$ cat src/sv/cef_pkg.sv
`timescale 1ns / 1ps
`default_nettype none
// ----------------------------------------------------------------------------
// cef_pkg: shared types and codes of the coalescing event fifo
// Request and response beats, the register set, the status, operation and
// register index codes.
// ----------------------------------------------------------------------------
package cef_pkg;

	// operation codes
	localparam logic OP_PUSH = 1'b0;
	localparam logic OP_POP  = 1'b1;

	// status codes
	localparam logic [2:0] ST_APPENDED = 3'd0;
	localparam logic [2:0] ST_MERGED   = 3'd1;
	localparam logic [2:0] ST_DROPPED  = 3'd2;
	localparam logic [2:0] ST_IGNORED  = 3'd3;
	localparam logic [2:0] ST_POPPED   = 3'd4;
	localparam logic [2:0] ST_EMPTY    = 3'd5;

	// register indexes
	localparam logic [2:0] REG_LOWEST_KIND  = 3'd0;
	localparam logic [2:0] REG_HIGHEST_KIND = 3'd1;
	localparam logic [2:0] REG_ROT_KIND     = 3'd2;
	localparam logic [2:0] REG_FLY_KIND     = 3'd3;
	localparam logic [2:0] REG_FLY_UD_DIR   = 3'd4;
	localparam logic [2:0] REG_ROT_LEFT     = 3'd5;
	localparam logic [2:0] REG_ROT_RIGHT    = 3'd6;

	// register reset values
	localparam logic [3:0] RST_LOWEST_KIND  = 4'd0;
	localparam logic [3:0] RST_HIGHEST_KIND = 4'd7;
	localparam logic [3:0] RST_ROT_KIND     = 4'd7;
	localparam logic [3:0] RST_FLY_KIND     = 4'd6;
	localparam logic [3:0] RST_FLY_UD_DIR   = 4'd2;
	localparam logic [3:0] RST_ROT_LEFT     = 4'd0;
	localparam logic [3:0] RST_ROT_RIGHT    = 4'd1;

	typedef struct packed {
		logic              op;
		logic [3:0]        in_kind;
		logic [3:0]        in_direction;
		logic signed [15:0] in_amount;
	} req_t;

	typedef struct packed {
		logic [2:0]        status;
		logic [3:0]        out_kind;
		logic [3:0]        out_direction;
		logic signed [15:0] out_amount;
		logic [4:0]        fill_level;
	} rsp_t;

	// one stored event
	typedef struct packed {
		logic [3:0]        kind;
		logic [3:0]        direction;
		logic signed [15:0] amount;
	} entry_t;

	typedef struct packed {
		logic [3:0] lowest_kind;
		logic [3:0] highest_kind;
		logic [3:0] rot_kind;
		logic [3:0] fly_kind;
		logic [3:0] fly_ud_dir;
		logic [3:0] rot_left;
		logic [3:0] rot_right;
	} cfg_t;

endpackage
`default_nettype wire

$ cat src/sv/cef_cfg.sv
`timescale 1ns / 1ps
`default_nettype none
// ----------------------------------------------------------------------------
// cef_cfg: register set
// Seven 4-bit registers written by index; indexes past the set are dropped.
// ----------------------------------------------------------------------------
module cef_cfg
	import cef_pkg::*;
(
	input  wire logic       clk,
	input  wire logic       arst_n,
	input  wire logic       wr_en,
	input  wire logic [2:0] wr_index,
	input  wire logic [3:0] wr_data,
	output cfg_t            cfg
);

	cfg_t cfg_q;

	// register writes
	always_ff @(posedge clk or negedge arst_n) begin
		if (!arst_n) begin
			cfg_q.lowest_kind  <= RST_LOWEST_KIND;
			cfg_q.highest_kind <= RST_HIGHEST_KIND;
			cfg_q.rot_kind     <= RST_ROT_KIND;
			cfg_q.fly_kind     <= RST_FLY_KIND;
			cfg_q.fly_ud_dir   <= RST_FLY_UD_DIR;
			cfg_q.rot_left     <= RST_ROT_LEFT;
			cfg_q.rot_right    <= RST_ROT_RIGHT;
		end else if (wr_en) begin
			case (wr_index)
				REG_LOWEST_KIND:  cfg_q.lowest_kind  <= wr_data;
				REG_HIGHEST_KIND: cfg_q.highest_kind <= wr_data;
				REG_ROT_KIND:     cfg_q.rot_kind     <= wr_data;
				REG_FLY_KIND:     cfg_q.fly_kind     <= wr_data;
				REG_FLY_UD_DIR:   cfg_q.fly_ud_dir   <= wr_data;
				REG_ROT_LEFT:     cfg_q.rot_left     <= wr_data;
				REG_ROT_RIGHT:    cfg_q.rot_right    <= wr_data;
				default: ;
			endcase
		end
	end

	assign cfg = cfg_q;

endmodule
`default_nettype wire

$ cat src/sv/cef_ram.sv
`timescale 1ns / 1ps
`default_nettype none
// ----------------------------------------------------------------------------
// cef_ram: event storage
// One write port, one registered read port; a write to the address being
// read in the same cycle is forwarded to the read register.
// ----------------------------------------------------------------------------
module cef_ram
	import cef_pkg::*;
#(
	parameter int DEPTH  = 16,
	parameter int ADDR_W = 4
) (
	input  wire logic              clk,
	input  wire logic              wr_en,
	input  wire logic [ADDR_W-1:0] wr_addr,
	input  entry_t                 wr_data,
	input  wire logic [ADDR_W-1:0] rd_addr,
	output entry_t                 rd_data
);

	entry_t mem [DEPTH];
	entry_t rd_q;

	// write port
	always_ff @(posedge clk) begin
		if (wr_en) begin
			mem[wr_addr] <= wr_data;
		end
	end

	// registered read with write forwarding
	always_ff @(posedge clk) begin
		if (wr_en && (wr_addr == rd_addr)) begin
			rd_q <= wr_data;
		end else begin
			rd_q <= mem[rd_addr];
		end
	end

	assign rd_data = rd_q;

endmodule
`default_nettype wire

$ cat src/sv/cef_ctrl.sv
`timescale 1ns / 1ps
`default_nettype none
// ----------------------------------------------------------------------------
// cef_ctrl: ring pointers, tail merge and pop logic
// The newest entry lives in a register so that merges never touch the
// memory; it is written back to its slot when a later event is appended.
// The memory read port presents the entry at the head whenever more than one entry is held.
// ----------------------------------------------------------------------------
module cef_ctrl
	import cef_pkg::*;
#(
	parameter int DEPTH  = 16,
	parameter int ADDR_W = 4,
	parameter int CNT_W  = 5
) (
	input  wire logic              clk,
	input  wire logic              arst_n,
	input  wire logic              accept,
	input  req_t                   req,
	input  cfg_t                   cfg,
	output rsp_t                   rsp,
	output logic [CNT_W-1:0]       count,
	output logic                   ram_wr_en,
	output logic [ADDR_W-1:0]      ram_wr_addr,
	output entry_t                 ram_wr_data,
	output logic [ADDR_W-1:0]      ram_rd_addr,
	input  entry_t                 ram_rd_data
);

	localparam logic [ADDR_W-1:0] LAST_SLOT = ADDR_W'(DEPTH - 1);
	localparam logic [CNT_W-1:0]  FULL_CNT  = CNT_W'(DEPTH);

	logic [ADDR_W-1:0] head_q, tail_q;
	logic [CNT_W-1:0]  cnt_q;
	entry_t            newest_q;

	logic [ADDR_W-1:0] head_d, tail_d, last_idx, tail_inc;
	logic [CNT_W-1:0]  cnt_d;
	entry_t            newest_d;
	entry_t            head_entry;
	logic              held, kind_bad, rot_merge, fly_merge;
	logic signed [16:0] sum_w;
	logic signed [15:0] sum_sat;
	logic              wr_en_c;

	// slot of the newest entry and next free slot
	assign last_idx = (tail_q == '0) ? LAST_SLOT : tail_q - ADDR_W'(1);
	assign tail_inc = (tail_q == LAST_SLOT) ? '0 : tail_q + ADDR_W'(1);

	// oldest entry: in the newest register when it is the only one held
	assign head_entry = (cnt_q == CNT_W'(1)) ? newest_q : ram_rd_data;

	assign held     = (cnt_q != '0);
	assign kind_bad = (req.in_kind < cfg.lowest_kind) || (req.in_kind > cfg.highest_kind);
	assign rot_merge = held && (req.in_kind == cfg.rot_kind) &&
		(newest_q.kind == cfg.rot_kind);
	assign fly_merge = held && (req.in_kind == cfg.fly_kind) &&
		(req.in_direction == cfg.fly_ud_dir) && (newest_q.kind == cfg.fly_kind) &&
		(newest_q.direction == cfg.fly_ud_dir);

	// saturating rotation sum
	assign sum_w = {newest_q.amount[15], newest_q.amount} + {req.in_amount[15], req.in_amount};
	always_comb begin
		if (sum_w[16] != sum_w[15]) begin
			sum_sat = sum_w[16] ? 16'sh8000 : 16'sh7fff;
		end else begin
			sum_sat = sum_w[15:0];
		end
	end

	// operation decode and next state
	always_comb begin
		head_d   = head_q;
		tail_d   = tail_q;
		cnt_d    = cnt_q;
		newest_d = newest_q;
		wr_en_c  = 1'b0;
		rsp.out_kind      = '0;
		rsp.out_direction = '0;
		rsp.out_amount    = '0;
		if (req.op == OP_POP) begin
			if (!held) begin
				rsp.status = ST_EMPTY;
			end else begin
				rsp.status        = ST_POPPED;
				rsp.out_kind      = head_entry.kind;
				rsp.out_direction = head_entry.direction;
				rsp.out_amount    = head_entry.amount;
				head_d = (head_q == LAST_SLOT) ? '0 : head_q + ADDR_W'(1);
				cnt_d  = cnt_q - CNT_W'(1);
			end
		end else if (kind_bad) begin
			rsp.status = ST_IGNORED;
		end else if (rot_merge) begin
			rsp.status         = ST_MERGED;
			newest_d.amount    = sum_sat;
			newest_d.direction = (!sum_sat[15] && (sum_sat != '0)) ?
				cfg.rot_left : cfg.rot_right;
		end else if (fly_merge) begin
			rsp.status      = ST_MERGED;
			newest_d.amount = req.in_amount;
		end else if (cnt_q >= FULL_CNT) begin
			rsp.status = ST_DROPPED;
		end else begin
			rsp.status         = ST_APPENDED;
			wr_en_c            = held;
			newest_d.kind      = req.in_kind;
			newest_d.direction = req.in_direction;
			newest_d.amount    = req.in_amount;
			tail_d = tail_inc;
			cnt_d  = cnt_q + CNT_W'(1);
		end
		// fill level, wrapped to the field width
		rsp.fill_level = 5'(cnt_d);
	end

	// pointer and count registers
	always_ff @(posedge clk or negedge arst_n) begin
		if (!arst_n) begin
			head_q <= '0;
			tail_q <= '0;
			cnt_q  <= '0;
		end else if (accept) begin
			head_q <= head_d;
			tail_q <= tail_d;
			cnt_q  <= cnt_d;
		end
	end

	// newest entry
	always_ff @(posedge clk) begin
		if (accept) begin
			newest_q <= newest_d;
		end
	end

	// old newest entry goes to its slot when another is appended
	assign ram_wr_en   = accept && wr_en_c;
	assign ram_wr_addr = last_idx;
	assign ram_wr_data = newest_q;
	assign ram_rd_addr = accept ? head_d : head_q;
	assign count       = cnt_q;

endmodule
`default_nettype wire

$ cat src/sv/coalescing_event_fifo.sv
`timescale 1ns / 1ps
`default_nettype none
// ----------------------------------------------------------------------------
// coalescing_event_fifo: event fifo that merges events at its tail
// Rotation pushes add into a rotation tail, fly up/down pushes replace a fly
// up/down tail, other in-range pushes append if room; pops return the oldest.
// ----------------------------------------------------------------------------
//  channel  signals                          beat
//  req      req_valid, req_stall, req        one push or pop
//  rsp      rsp_valid, rsp_stall, rsp        status and popped event
//  cfg      cfg_valid, cfg_ready, cfg_index  one register write (cfg_wdata)
//
//  One operation per cycle while req_stall is low: each beat is decoded and
//  applied in the cycle it is accepted; its response is in the output register in the next cycle.
//  The newest event sits in a register and the oldest is read ahead from
//  the memory, so a merge or pop needs no extra memory access.
//  req_stall is high only while a response waits under rsp_stall.
//  Reset empties the fifo and loads the register defaults; no clearing pass.
//  cfg_ready is always high.
// ----------------------------------------------------------------------------
module coalescing_event_fifo
	import cef_pkg::*;
#(
	parameter int DEPTH = 16
) (
	input  wire logic       clk,
	input  wire logic       arst_n,
	input  wire logic       req_valid,
	output logic            req_stall,
	input  req_t            req,
	output logic            rsp_valid,
	input  wire logic       rsp_stall,
	output rsp_t            rsp,
	input  wire logic       cfg_valid,
	output logic            cfg_ready,
	input  wire logic [2:0] cfg_index,
	input  wire logic [3:0] cfg_wdata
);

	localparam int ADDR_W = (DEPTH > 1) ? $clog2(DEPTH) : 1;
	localparam int CNT_W  = $clog2(DEPTH + 1);

	cfg_t              cfg;
	rsp_t              rsp_d, rsp_q;
	logic              rsp_valid_q;
	logic              accept;
	logic [CNT_W-1:0]  count;
	logic              ram_wr_en;
	logic [ADDR_W-1:0] ram_wr_addr, ram_rd_addr;
	entry_t            ram_wr_data, ram_rd_data;

	// handshake
	assign req_stall = rsp_valid_q && rsp_stall;
	assign accept    = req_valid && !req_stall;
	assign cfg_ready = 1'b1;

	cef_cfg u_cfg (
		.clk      (clk),
		.arst_n   (arst_n),
		.wr_en    (cfg_valid && cfg_ready),
		.wr_index (cfg_index),
		.wr_data  (cfg_wdata),
		.cfg      (cfg)
	);

	cef_ctrl #(
		.DEPTH  (DEPTH),
		.ADDR_W (ADDR_W),
		.CNT_W  (CNT_W)
	) u_ctrl (
		.clk         (clk),
		.arst_n      (arst_n),
		.accept      (accept),
		.req         (req),
		.cfg         (cfg),
		.rsp         (rsp_d),
		.count       (count),
		.ram_wr_en   (ram_wr_en),
		.ram_wr_addr (ram_wr_addr),
		.ram_wr_data (ram_wr_data),
		.ram_rd_addr (ram_rd_addr),
		.ram_rd_data (ram_rd_data)
	);

	cef_ram #(
		.DEPTH  (DEPTH),
		.ADDR_W (ADDR_W)
	) u_ram (
		.clk     (clk),
		.wr_en   (ram_wr_en),
		.wr_addr (ram_wr_addr),
		.wr_data (ram_wr_data),
		.rd_addr (ram_rd_addr),
		.rd_data (ram_rd_data)
	);

	// response valid
	always_ff @(posedge clk or negedge arst_n) begin
		if (!arst_n) begin
			rsp_valid_q <= 1'b0;
		end else if (accept) begin
			rsp_valid_q <= 1'b1;
		end else if (!rsp_stall) begin
			rsp_valid_q <= 1'b0;
		end
	end

	// response payload
	always_ff @(posedge clk) begin
		if (accept) begin
			rsp_q <= rsp_d;
		end
	end

	assign rsp_valid = rsp_valid_q;
	assign rsp       = rsp_q;

	// count never passes the depth
	a_cnt_bound: assert property (@(posedge clk) disable iff (!arst_n)
		count <= CNT_W'(DEPTH))
		else $error("entry count above depth");

	// every accepted beat leaves a response
	a_rsp_follows: assert property (@(posedge clk) disable iff (!arst_n)
		accept |=> rsp_valid)
		else $error("accepted beat gave no response");

	// pop on empty reports empty with a zero event
	a_pop_empty: assert property (@(posedge clk) disable iff (!arst_n)
		(accept && (req.op == OP_POP) && (count == '0)) |=>
		((rsp.status == ST_EMPTY) && (rsp.out_amount == '0) && (rsp.out_kind == '0)))
		else $error("pop on empty fifo misreported");

	// an append grows the fifo by one entry
	a_append_grows: assert property (@(posedge clk) disable iff (!arst_n)
		(accept && (rsp_d.status == ST_APPENDED)) |=> (count == $past(count) + CNT_W'(1)))
		else $error("append did not add an entry");

endmodule
`default_nettype wire
$ cat config.mk
export PLATFORM = sky130hd
export DESIGN_NAME = coalescing_event_fifo
export DESIGN_NICKNAME = d
export VERILOG_FILES = /design/src/sv/cef_pkg.sv /design/src/sv/cef_cfg.sv /design/src/sv/cef_ram.sv /design/src/sv/cef_ctrl.sv /design/src/sv/coalescing_event_fifo.sv
export SDC_FILE = /design/constraint.sdc
export NUM_CORES = 1
export LEC_CHECK = 0
export ABC_AREA = 0
export CORE_MARGIN = 3
export CORE_UTILIZATION = 60
export CTS_BUF_LIST = sky130_fd_sc_hd__clkbuf_16
export CTS_CLUSTER_DIAMETER = 80
export DETAILED_ROUTE_END_ITERATION = 10
export DONT_BUFFER_PORTS = 1
export PLACE_DENSITY = 0.88
export SYNTH_ARGS = -nofsm -noshare
export SYNTH_HDL_FRONTEND = slang
export SYNTH_SLANG_ARGS = --single-unit
$ cat constraint.sdc
create_clock -name clk -period 11.2 [get_ports clk]
set_clock_uncertainty 0.15 [all_clocks]
set_input_delay 0 -clock clk [delete_from_list [all_inputs] [get_ports clk]]
set_output_delay 0 -clock clk [all_outputs]
set_load 0.03 [all_outputs]
# == Word level (Yosys, flattened, before mapping) ==
# Memories as Yosys holds them, arrays and structs flattened. A register that Yosys moved wholly into a read port is not among the register bits.
# Index checks and enable logic that the tools add are counted.
# word_totals
register_bits,98
ram_bits,384
in_bits,37
output_inout_bits,35
word_cells,117
memories,1
# memory_table
memory,words,width,read_ports,rd_ports_with_merged_regs,write_ports,line,source
u_ram.mem,16,24,1,1,1,cef_ram.sv:22,entry_t mem [DEPTH];
# op_classes
n_addsub,6
magnitude_cmp,3
eq_ne,20
muxes,35
bitwise_logic,5
n_reduce_logical,28
# op_table
cell,count
$mux W16,3
$mux W20,2
$mux W4,8
$mux W5,6
$eq A4 B4 Y1,6
$mux W24,1
$add A16 B16 Y17,1
$reduce_and A2 Y1,8
$reduce_bool A16 Y1,1
$mux W3,4
$logic_and A1 B1 Y1,10
$mux W1,10
$eq A3 B3 Y1 const B,3
$add A4 B1 Y4 const B,2
$eq A4 B4 Y1 const B,2
$eq A3 B2 Y1 const B,2
$ne A2 B1 Y1 const B,3
$reduce_and A6 Y1,1
$add A5 B1 Y5 const B,1
$eq A5 B1 Y1 const B,1
$ge A5 B5 Y1 const B,1
$not A1 Y1,5
$reduce_and A5 Y1,1
$reduce_bool A5 Y1,1
13 further kinds,14

# == Depth between registers and ports, before layout ==
# Gate-level depths: netlist of the first run.
# logic_depth
depth_word,12
mapped_depth,17
depth_no_buf,17

# == Cells and area by module ==
# Synthesis of the first run repeated with hierarchy kept, for this count alone.
# unflattened
hier_cells,1202
hier_area_um2,20583.5
# by_module_without_submodules
mod,n_inst,cells_each,area_each_um2,seq_area_each_um2
cef_ram,1,616,14530.2,11611.1
cef_ctrl,1,485,3858.7,1046.0
cef_cfg,1,63,1172.4,713.2
coalescing_event_fifo,1,38,1022.2,985.9

# == Worst setup path after synthesis of the first run ==
# Ideal clock, no wire load.
# synth_timing
path_kind,register -> register
from,register u_ctrl.newest_q (netlist bit u_ctrl.ram_wr_data[0])
to,register u_ctrl.newest_q (netlist bit u_ctrl.ram_wr_data[16]) (data pin)
setup_time_ns,0.261
t_arrival_ns,3.771
required_ns,10.789
slack_ns,7.019
path_stages_with_launch,17
path_buffers,1
period_less_slack_ns,4.181
cell_sequence,edfxtp_1 > ha_1 > inv_1 > fa_1 > nor2b_4 > o31ai_2 > nand2_1 > a21oi_2 > o21ai_0 > inv_1 > ha_1 > clkbuf_1 > nor2_1 > mux2i_1 > o2111ai_2 > or2_4 > o311a_1
# synth_between
elab_chain_len,7
word_cells_on_any_way,9
classes_between,1 x add/sub; 1 x eq/ne; 4 x mux; 3 x reduce/logical
# synth_rtl
item,line,source
start: declaration,cef_ctrl.sv:35,entry_t newest_q;
start signal: assignment,cef_ctrl.sv:133,newest_q <= newest_d;
$add A16 B16 Y17 (*),cef_ctrl.sv:62,"assign sum_w = {newest_q.amount[15], newest_q.amount} + {req.in_amount[15], req.in_amount};"
$mux W16 / $ne A1 B1 Y1 (equally long branches),"cef_ctrl.sv:65, cef_ctrl.sv:64",
$mux W16 (*),cef_ctrl.sv:64,if (sum_w[16] != sum_w[15]) begin
$reduce_bool A16 Y1 / $logic_not A1 Y1 (equally long branches),cef_ctrl.sv:97,newest_d.direction = (!sum_sat[15] && (sum_sat != '0)) ?
$logic_and A1 B1 Y1 (*),cef_ctrl.sv:97,
$mux W4 (*),cef_ctrl.sv:97,
$mux W20 (*),cef_ctrl.sv:94,end else if (rot_merge) begin
# Mark *: on every way between the ends. The rest lies on a longest branch, timed or not.
# A chain may end at the register's enable or synchronous reset.

# == Worst setup path in the final report of the first run ==
# layout_timing
from,register u_ctrl.newest_q (netlist bit u_ctrl.ram_wr_data[6])
to,register u_ctrl.newest_q (netlist bit u_ctrl.ram_wr_data[16]) (data pin)
# The elaborated chain is that of the path after synthesis.

==> key figures, run 1 <==
Status
  – Status: finished, final reports clean

Global routing
  – Via count of the first global-routing pass: 12000
  – Antenna violations before repair: 0
  – Wire length of the first global-routing pass: 76500 µm
  – Maximum number of pins on one net before global-route repair: 65
  – Congestion Overflow GR: 0
  – All-Layer GR Usage: 28.5%

Cells and area
  – Post-layout instance count excluding filler cells: 1711
  – Synthesis-to-layout area growth: 12.6%
  – Multi-input gate area: 5890 µm²
  – Layout cell share with drive strength beyond 1: 23.5%
  – Most frequent cells in the layout: sky130_fd_sc_hd__edfxtp_1, sky130_fd_sc_hd__mux4_2, sky130_fd_sc_hd__nand2_1
  – Non-Filler Cell Area, Final: 23100 µm²
  – Final net count: 1299
  – FF+latch area: 14400 µm²
  – Most common library cell in the layout ignoring fill and taps: sky130_fd_sc_hd__edfxtp_1
  – Fill cells: 1995
  – N_diodes: 0

Yosys
  – Part of the Yosys area used for sequential elements: 69.9%
  – Post-synthesis adder-cell area fraction: 2.23%
  – Mean instance size in the synthesized netlist: 17.8 µm²
  – Async SR Flop Fraction: 8.64%
  – Synth unique cells: 73
  – Synthesized netlist cell count: 1152
  – Compound-Gate Fraction of Synth Area: 5.30%
  – Parity-gate share of the synthesized area counting xor and xnor cells: 0.555%
  – EDFF count, synth: 440
  – Area share of and/or/nand/nor cells after synthesis: 5.44%
  – Number of warnings issued by yosys: 0
  – Flop and latch count out of synthesis: 486
  – Synth Cell Area: 20500 µm²
  – Main synth FF type: sky130_fd_sc_hd__edfxtp_1
  – Largest family of logic cells by synthesized area: multiplexers
  – Total nets after synthesis: 1225
  – Multiplexer area fraction after synthesis: 15.0%

Detailed routing
  – Count of nets left with antenna violations after detail routing: 0
  – Via count: 11500
  – Met1 WL: 18100 µm
  – Via-to-Cell Ratio: 6.74
  – DR pass1 iterations: 5
  – Metal2 WL: 25800 µm
  – Remaining design rule violation count: 0
  – Topmost layer with routed signal wires: met4
  – WL met3: 4580 µm
  – DRC marker count from the first detailed-route iteration: 1348
  – Wire length per cell: 29.3 µm
  – Total routed wirelength: 50200 µm

Die
  – Number of top-level design ports: 72
  – Total number of placement rows: 67
  – Die area: 36500 µm²
  – Die X-Extent: 191 µm
  – Initial core utilization: 61.1%
  – Total core area: 33600 µm²
  – Floorplan die height: 191 µm

Placement
  – DP Wirelength: 26900 µm
  – Routability-driven placement congestion ratio: 0.891
  – Instance area after placement: 21100 µm²
  – Count of input and output buffers: 0
  – Worst-case setup slack after placement: 6.26 ns
  – Post-placement cell count: 1573

Setup path
  – Crit Path Class: flip-flop to flip-flop
  – Max Fanout on Critical Path: 25
  – CP Data Arrival Time: 5.18 ns
  – Required time of the critical path: 11.36 ns
  – Worst setup EP type: flip-flop
  – Kind of start point of the critical path: flip-flop

CTS
  – CTS H-Tree Depth: 2
  – Clock Latency Late Sink: 0.56 ns
  – Post-CTS Setup Repair Bufs: 0
  – CTS Buffer Depth: 3
  – Clock transition time at the flip-flop clock pins of the worst setup and hold paths: 0.06 ns
  – Cts bufs inserted: 47
  – TritonCTS clock tree: done
  – CTS root buf: sky130_fd_sc_hd__clkbuf_16
  – Count of clock tree sinks: 486

Timing
  – RSZ-0062 raised after global routing: no
  – Worst-case headroom to the max-slew limit: 20.5%
  – Share of the clock period used by the worst path after layout: 44.8%
  – Slew Limit Fails: 0
  – Hold Vio Cnt, Final: 0
  – Setup Viol. Count Final: 0
  – Transition time of the tightest slew-check pin: 1.18 ns
  – Post-layout minimum cycle time: 5.02 ns
  – Final worst setup slack: 6.18 ns
  – Total negative slack: 0 ns
  – Highest achievable clock rate: 0.199 GHz

Min path
  – Hold Crit Class: primary input to flip-flop

Power
  – Largest voltage drop on the vdd net: 160 µV
  – Leak Pwr: 7.77 nW
  – Power Density: 214 nW/µm²

Run
  – Reported max-cap violation count: 0
-- cells by family (layout without fill, tap and decap cells) --
group | Yosys count | count (layout)
other | 1 | 1
AOI/OAI and AO/OA | 159 | 159
DFF | 486 | 486
muxes | 153 | 153
adders and majority gates | 36 | 36
xor gates and xnor gates | 13 | 13
buffers and inverters | 79 | 190
and+or+nand+nor | 225 | 225
-- timing repair --
| action | in CTS | in global routing |
|---|---|---|
| hold buffers | 52 | 0 |
| setup endpoints to repair | 0 | 0 |
| gates resized for setup | 0 | 0 |
| hold endpoints to repair | 135 | 0 |
-- cells in the mapped netlist (all sizes together), types with 13 or more instances --
cell	n	area (µm²)
edfxtp	440	13200
mux4	120	2700
nand2	98	368
a21oi	49	253
nor2	43	180
clkbuf	39	146
ha	35	438
o21ai	34	181
dfrtp	32	801
mux2	31	349
inv	27	101
nor3	20	116
a21o	14	105
buf	13	70.1
-- final cells by class --
class,count,share of cell area [%]
clock buffer,49,5.31
sequential,486,62.2
inverter,27,0.439
clock inverter,37,0.942
tap,448,2.43
multi-input combinational,587,25.5
timing repair buffer,77,3.18
-- worst max-delay path, cell delays in order, from the launching register on --
cell                       delay, ns
sky130_fd_sc_hd__edfxtp_1       0.69
sky130_fd_sc_hd__ha_1           0.51
sky130_fd_sc_hd__nand2_1        0.19
sky130_fd_sc_hd__nor2_1         0.23
sky130_fd_sc_hd__a211oi_2       0.12
sky130_fd_sc_hd__o31ai_1        0.42
sky130_fd_sc_hd__a21o_1         0.18
sky130_fd_sc_hd__a21o_1         0.12
sky130_fd_sc_hd__xor2_1         0.19
sky130_fd_sc_hd__ha_1           0.51
sky130_fd_sc_hd__nor2_1         0.23
sky130_fd_sc_hd__nand3_1        0.11
sky130_fd_sc_hd__a211oi_2       0.14
sky130_fd_sc_hd__and4_1         0.23
sky130_fd_sc_hd__o211ai_2       0.14
sky130_fd_sc_hd__or2_4          0.27
sky130_fd_sc_hd__o311a_1        0.33
-- state kept, by name, summed over array words and instances, names as in the netlist, named ones only --
register and cells:
u_ram.mem 384, u_ctrl.ram_wr_data 24, u_cfg.cfg 28, u_ctrl.count 5, u_ctrl.tail_q 4, u_ctrl.head_q 4, rsp 32, rsp_valid 1
-- final timing paths --
kind / start / endpoint / slack (ns) / cells after the start
worst max-delay path: u_ctrl.ram_wr_data[6]$_DFFE_PP_ / u_ctrl.ram_wr_data[16]$_DFFE_PP_ / 6.18 / 16
worst min-delay path: req[23] / u_ctrl.ram_wr_data[15]$_DFFE_PP_ / 0.02 / 5
worst max register to register: u_ctrl.ram_wr_data[6]$_DFFE_PP_ / u_ctrl.ram_wr_data[16]$_DFFE_PP_ / 6.18 / 16
worst min register to register: u_cfg.cfg[12]$_DFFE_PN0P_ / u_cfg.cfg[12]$_DFFE_PN0P_ / 0.38 / 1
max in group asynchronous: arst_n / u_cfg.cfg[11]$_DFFE_PN0P_ / 10.21 / 4
min in group asynchronous: arst_n / u_cfg.cfg[13]$_DFFE_PN1P_ / 0.48 / 3
-- stage by stage --
step / util (%) / total power [mW] / hold slack (ns)
6_report: 68.7 / 4.95 / 0.0200
5_1_grt: 68.7 / 5.14 / 0.0506
4_1_cts: 68.7 / 4.96 / 0.00103
3_5_place_dp: 62.8 / 3.43 / -0.443
3_3_place_gp: 62.8 / 3.39 / -0.442
2_1_floorplan: - / 3.17 / -0.446
-- layer usage --
layer  global-route usage (%)  vias to the layer above
li1                         -                     4772
met1                     38.1                     5863
met2                     48.2                      767
met3                     4.84                      131
met4                     9.99                        0
met5                        0                        -
-- power breakdown --
group | switching, mW | leakage (nW) | internal (mW)
clock network | 0.665 | 0.756 | 0.835
registers | 0.262 | 4.49 | 2.09
logic | 0.489 | 2.52 | 0.606
No activity file was read; power rests on OpenSTA's default activity.
==> run 2, diff against run 1 <==
Settings changed: CORE_UTILIZATION 60 to 57, PLACE_DENSITY 0.88 to 0.87.
Clock period 11.2 ns to 4.61 ns, I/O delays scaled along.
==> key figures, run 2 (synthesized netlist as in run 1, its figures left out) <==
Die
  – Total number of placement rows: 68
  – Floorplan die height: 196 µm
  – Die X-Extent: 196 µm
  – Total core area: 35100 µm²
  – Die area: 38300 µm²
  – Number of top-level design ports: 72
  – Initial core utilization: 58.6%

Timing
  – Highest achievable clock rate: 0.231 GHz
  – Slew Limit Fails: 0
  – Share of the clock period used by the worst path after layout: 93.8%
  – Worst-case headroom to the max-slew limit: 24.9%
  – Hold Worst Slack: 0.0242 ns
  – Post-layout minimum cycle time: 4.32 ns
  – Hold Vio Cnt, Final: 0
  – Setup Viol. Count Final: 0
  – Total negative slack: 0 ns
  – RSZ-0062 raised after global routing: no
  – Transition time of the tightest slew-check pin: 1.12 ns

Cells and area
  – Final cell utilization of the core: 66.6%
  – Top reg by flops: u_ram.mem
  – Final net count: 1321
  – Most frequent cells in the layout: sky130_fd_sc_hd__edfxtp_1, sky130_fd_sc_hd__mux4_2, sky130_fd_sc_hd__nand2_1
  – Non-Filler Cell Area, Final: 23400 µm²
  – Most common library cell in the layout ignoring fill and taps: sky130_fd_sc_hd__edfxtp_1
  – FF+latch area: 14400 µm²
  – Multi-input gate area: 5900 µm²
  – Synthesis-to-layout area growth: 13.8%
  – N_diodes: 0
  – Layout cell share with drive strength beyond 1: 25.0%
  – Largest register FFs: 384
  – Fill cells: 2113

Status
  – Status: finished, final reports clean

Setup path
  – Crit Path Class: flip-flop to flip-flop
  – CP Data Arrival Time: 4.46 ns
  – Kind of start point of the critical path: flip-flop
  – Max Fanout on Critical Path: 24
  – Worst setup EP type: flip-flop
  – Required time of the critical path: 4.75 ns

Detailed routing
  – Total routed wirelength: 50900 µm
  – Via count: 11800
  – DRC marker count from the first detailed-route iteration: 1548
  – DR pass1 iterations: 7
  – Count of nets left with antenna violations after detail routing: 0
  – Wire length per cell: 29.3 µm
  – Remaining design rule violation count: 0
  – Via-to-Cell Ratio: 6.82

CTS
  – Clock Latency Late Sink: 0.54 ns
  – Count of clock tree sinks: 486
  – Clock transition time at the flip-flop clock pins of the worst setup and hold paths: 0.06 ns
  – CTS root buf: sky130_fd_sc_hd__clkbuf_16
  – CTS H-Tree Depth: 2
  – Cts bufs inserted: 45
  – CTS Buffer Depth: 3
  – TritonCTS clock tree: done

Placement
  – DP Wirelength: 28800 µm
  – Instance area after placement: 21400 µm²
  – Count of input and output buffers: 0
  – Routability-driven placement congestion ratio: 0.925

Global routing
  – Congestion Overflow GR: 0
  – Via count of the first global-routing pass: 12300
  – Wire length of the first global-routing pass: 77500 µm
  – All-Layer GR Usage: 26.8%
  – Antenna violations before repair: 1
  – Maximum number of pins on one net before global-route repair: 53

Run
  – Reported max-cap violation count: 0

Power
  – Power Density: 521 nW/µm²
  – Largest voltage drop on the vdd net: 520 µV
  – Post-layout total power: 12.2 mW
  – Leak Pwr: 7.89 nW

Min path
  – Hold Crit Class: primary input to flip-flop
run 2: cell types whose count changed in the layout (fill, tap and decap cells not counted), sizes merged:
cell         delta
clkinvlp        -2
bufinv          +3
inv             -2
dlygate4sd3     -2
buf            +26
clkbuf          -2
clkinv          -3
run 2: layout make-up:
cell class / instances / share of cell area, %
Clock buffer: 47 / 5.04
Clock inverter: 33 / 1.19
Inverter: 27 / 0.434
Multi-Input combinational cell: 587 / 25.3
Sequential cell: 486 / 61.5
Tap cell: 455 / 2.44
Timing Repair Buffer: 101 / 4.14
run 2: critical path, stage by stage, from the launching register on:
cell and delay, ns:
sky130_fd_sc_hd__edfxtp_1 0.41, sky130_fd_sc_hd__ha_1 0.36, sky130_fd_sc_hd__o211ai_1 0.26, sky130_fd_sc_hd__o21ai_1 0.19, sky130_fd_sc_hd__a211oi_2 0.29, sky130_fd_sc_hd__o31ai_1 0.15, sky130_fd_sc_hd__a21o_1 0.19, sky130_fd_sc_hd__a21o_1 0.18
sky130_fd_sc_hd__xor2_1 0.15, sky130_fd_sc_hd__ha_1 0.33, sky130_fd_sc_hd__buf_4 0.25, sky130_fd_sc_hd__nor2_1 0.07, sky130_fd_sc_hd__mux2i_1 0.22, sky130_fd_sc_hd__o2111ai_2 0.23, sky130_fd_sc_hd__or2_4 0.31, sky130_fd_sc_hd__o311a_1 0.33
run 2: final timing paths:
check	from	end	slack, ns	depth (start not counted)
max	u_ctrl.ram_wr_data[2]$_DFFE_PP_	u_ctrl.ram_wr_data[16]$_DFFE_PP_	0.29	15
min in group asynchronous	arst_n	u_cfg.cfg[20]$_DFFE_PN1P_	0.47	3
max in group asynchronous	arst_n	u_cfg.cfg[11]$_DFFE_PN0P_	3.64	4
max reg2reg	u_ctrl.ram_wr_data[2]$_DFFE_PP_	u_ctrl.ram_wr_data[16]$_DFFE_PP_	0.29	15
min reg2reg	u_cfg.cfg[6]$_DFFE_PN0P_	u_cfg.cfg[6]$_DFFE_PN0P_	0.38	1
min	req[22]	rsp[30]$_SDFFCE_PP0P_	0.02	5
run 2: metal layers:
| layer | GRT usage (%) | vias up | part of all wire, % |
|---|---|---|---|
| met5 | 0 | - | 0.026 |
| met4 | 9.06 | 2 | 3.6 |
| met3 | 4.31 | 160 | 9.2 |
| met2 | 46.0 | 840 | 51 |
| met1 | 35.6 | 6009 | 36 |
| li1 | - | 4827 | - |
run 2: stage by stage:
step                      worst slack [ns]  std cells
after global placement               0.493       1606
after global routing                0.0572       1736
after CTS                            0.276       1736
final                                0.288       1736
after detailed placement             0.356       1606
after floorplan                      0.429       1152
run 2: power by group:
part	switching (mW)	total, mW	internal (mW)	leakage (nW)
clock	1.59	3.71	2.12	0.745
sequential	0.623	5.70	5.08	4.49
combinational	1.24	2.76	1.52	2.66
run 2: repair_timing:
| item | 4_1_cts | 5_1_grt |
|---|---|---|
| buffers inserted | 0 | 0 |
| resized for setup | 0 | 2 |
| hold endpoints to repair | 146 | 0 |
| setup endpoints to repair | 0 | 4 |
| hold buffers | 50 | 0 |
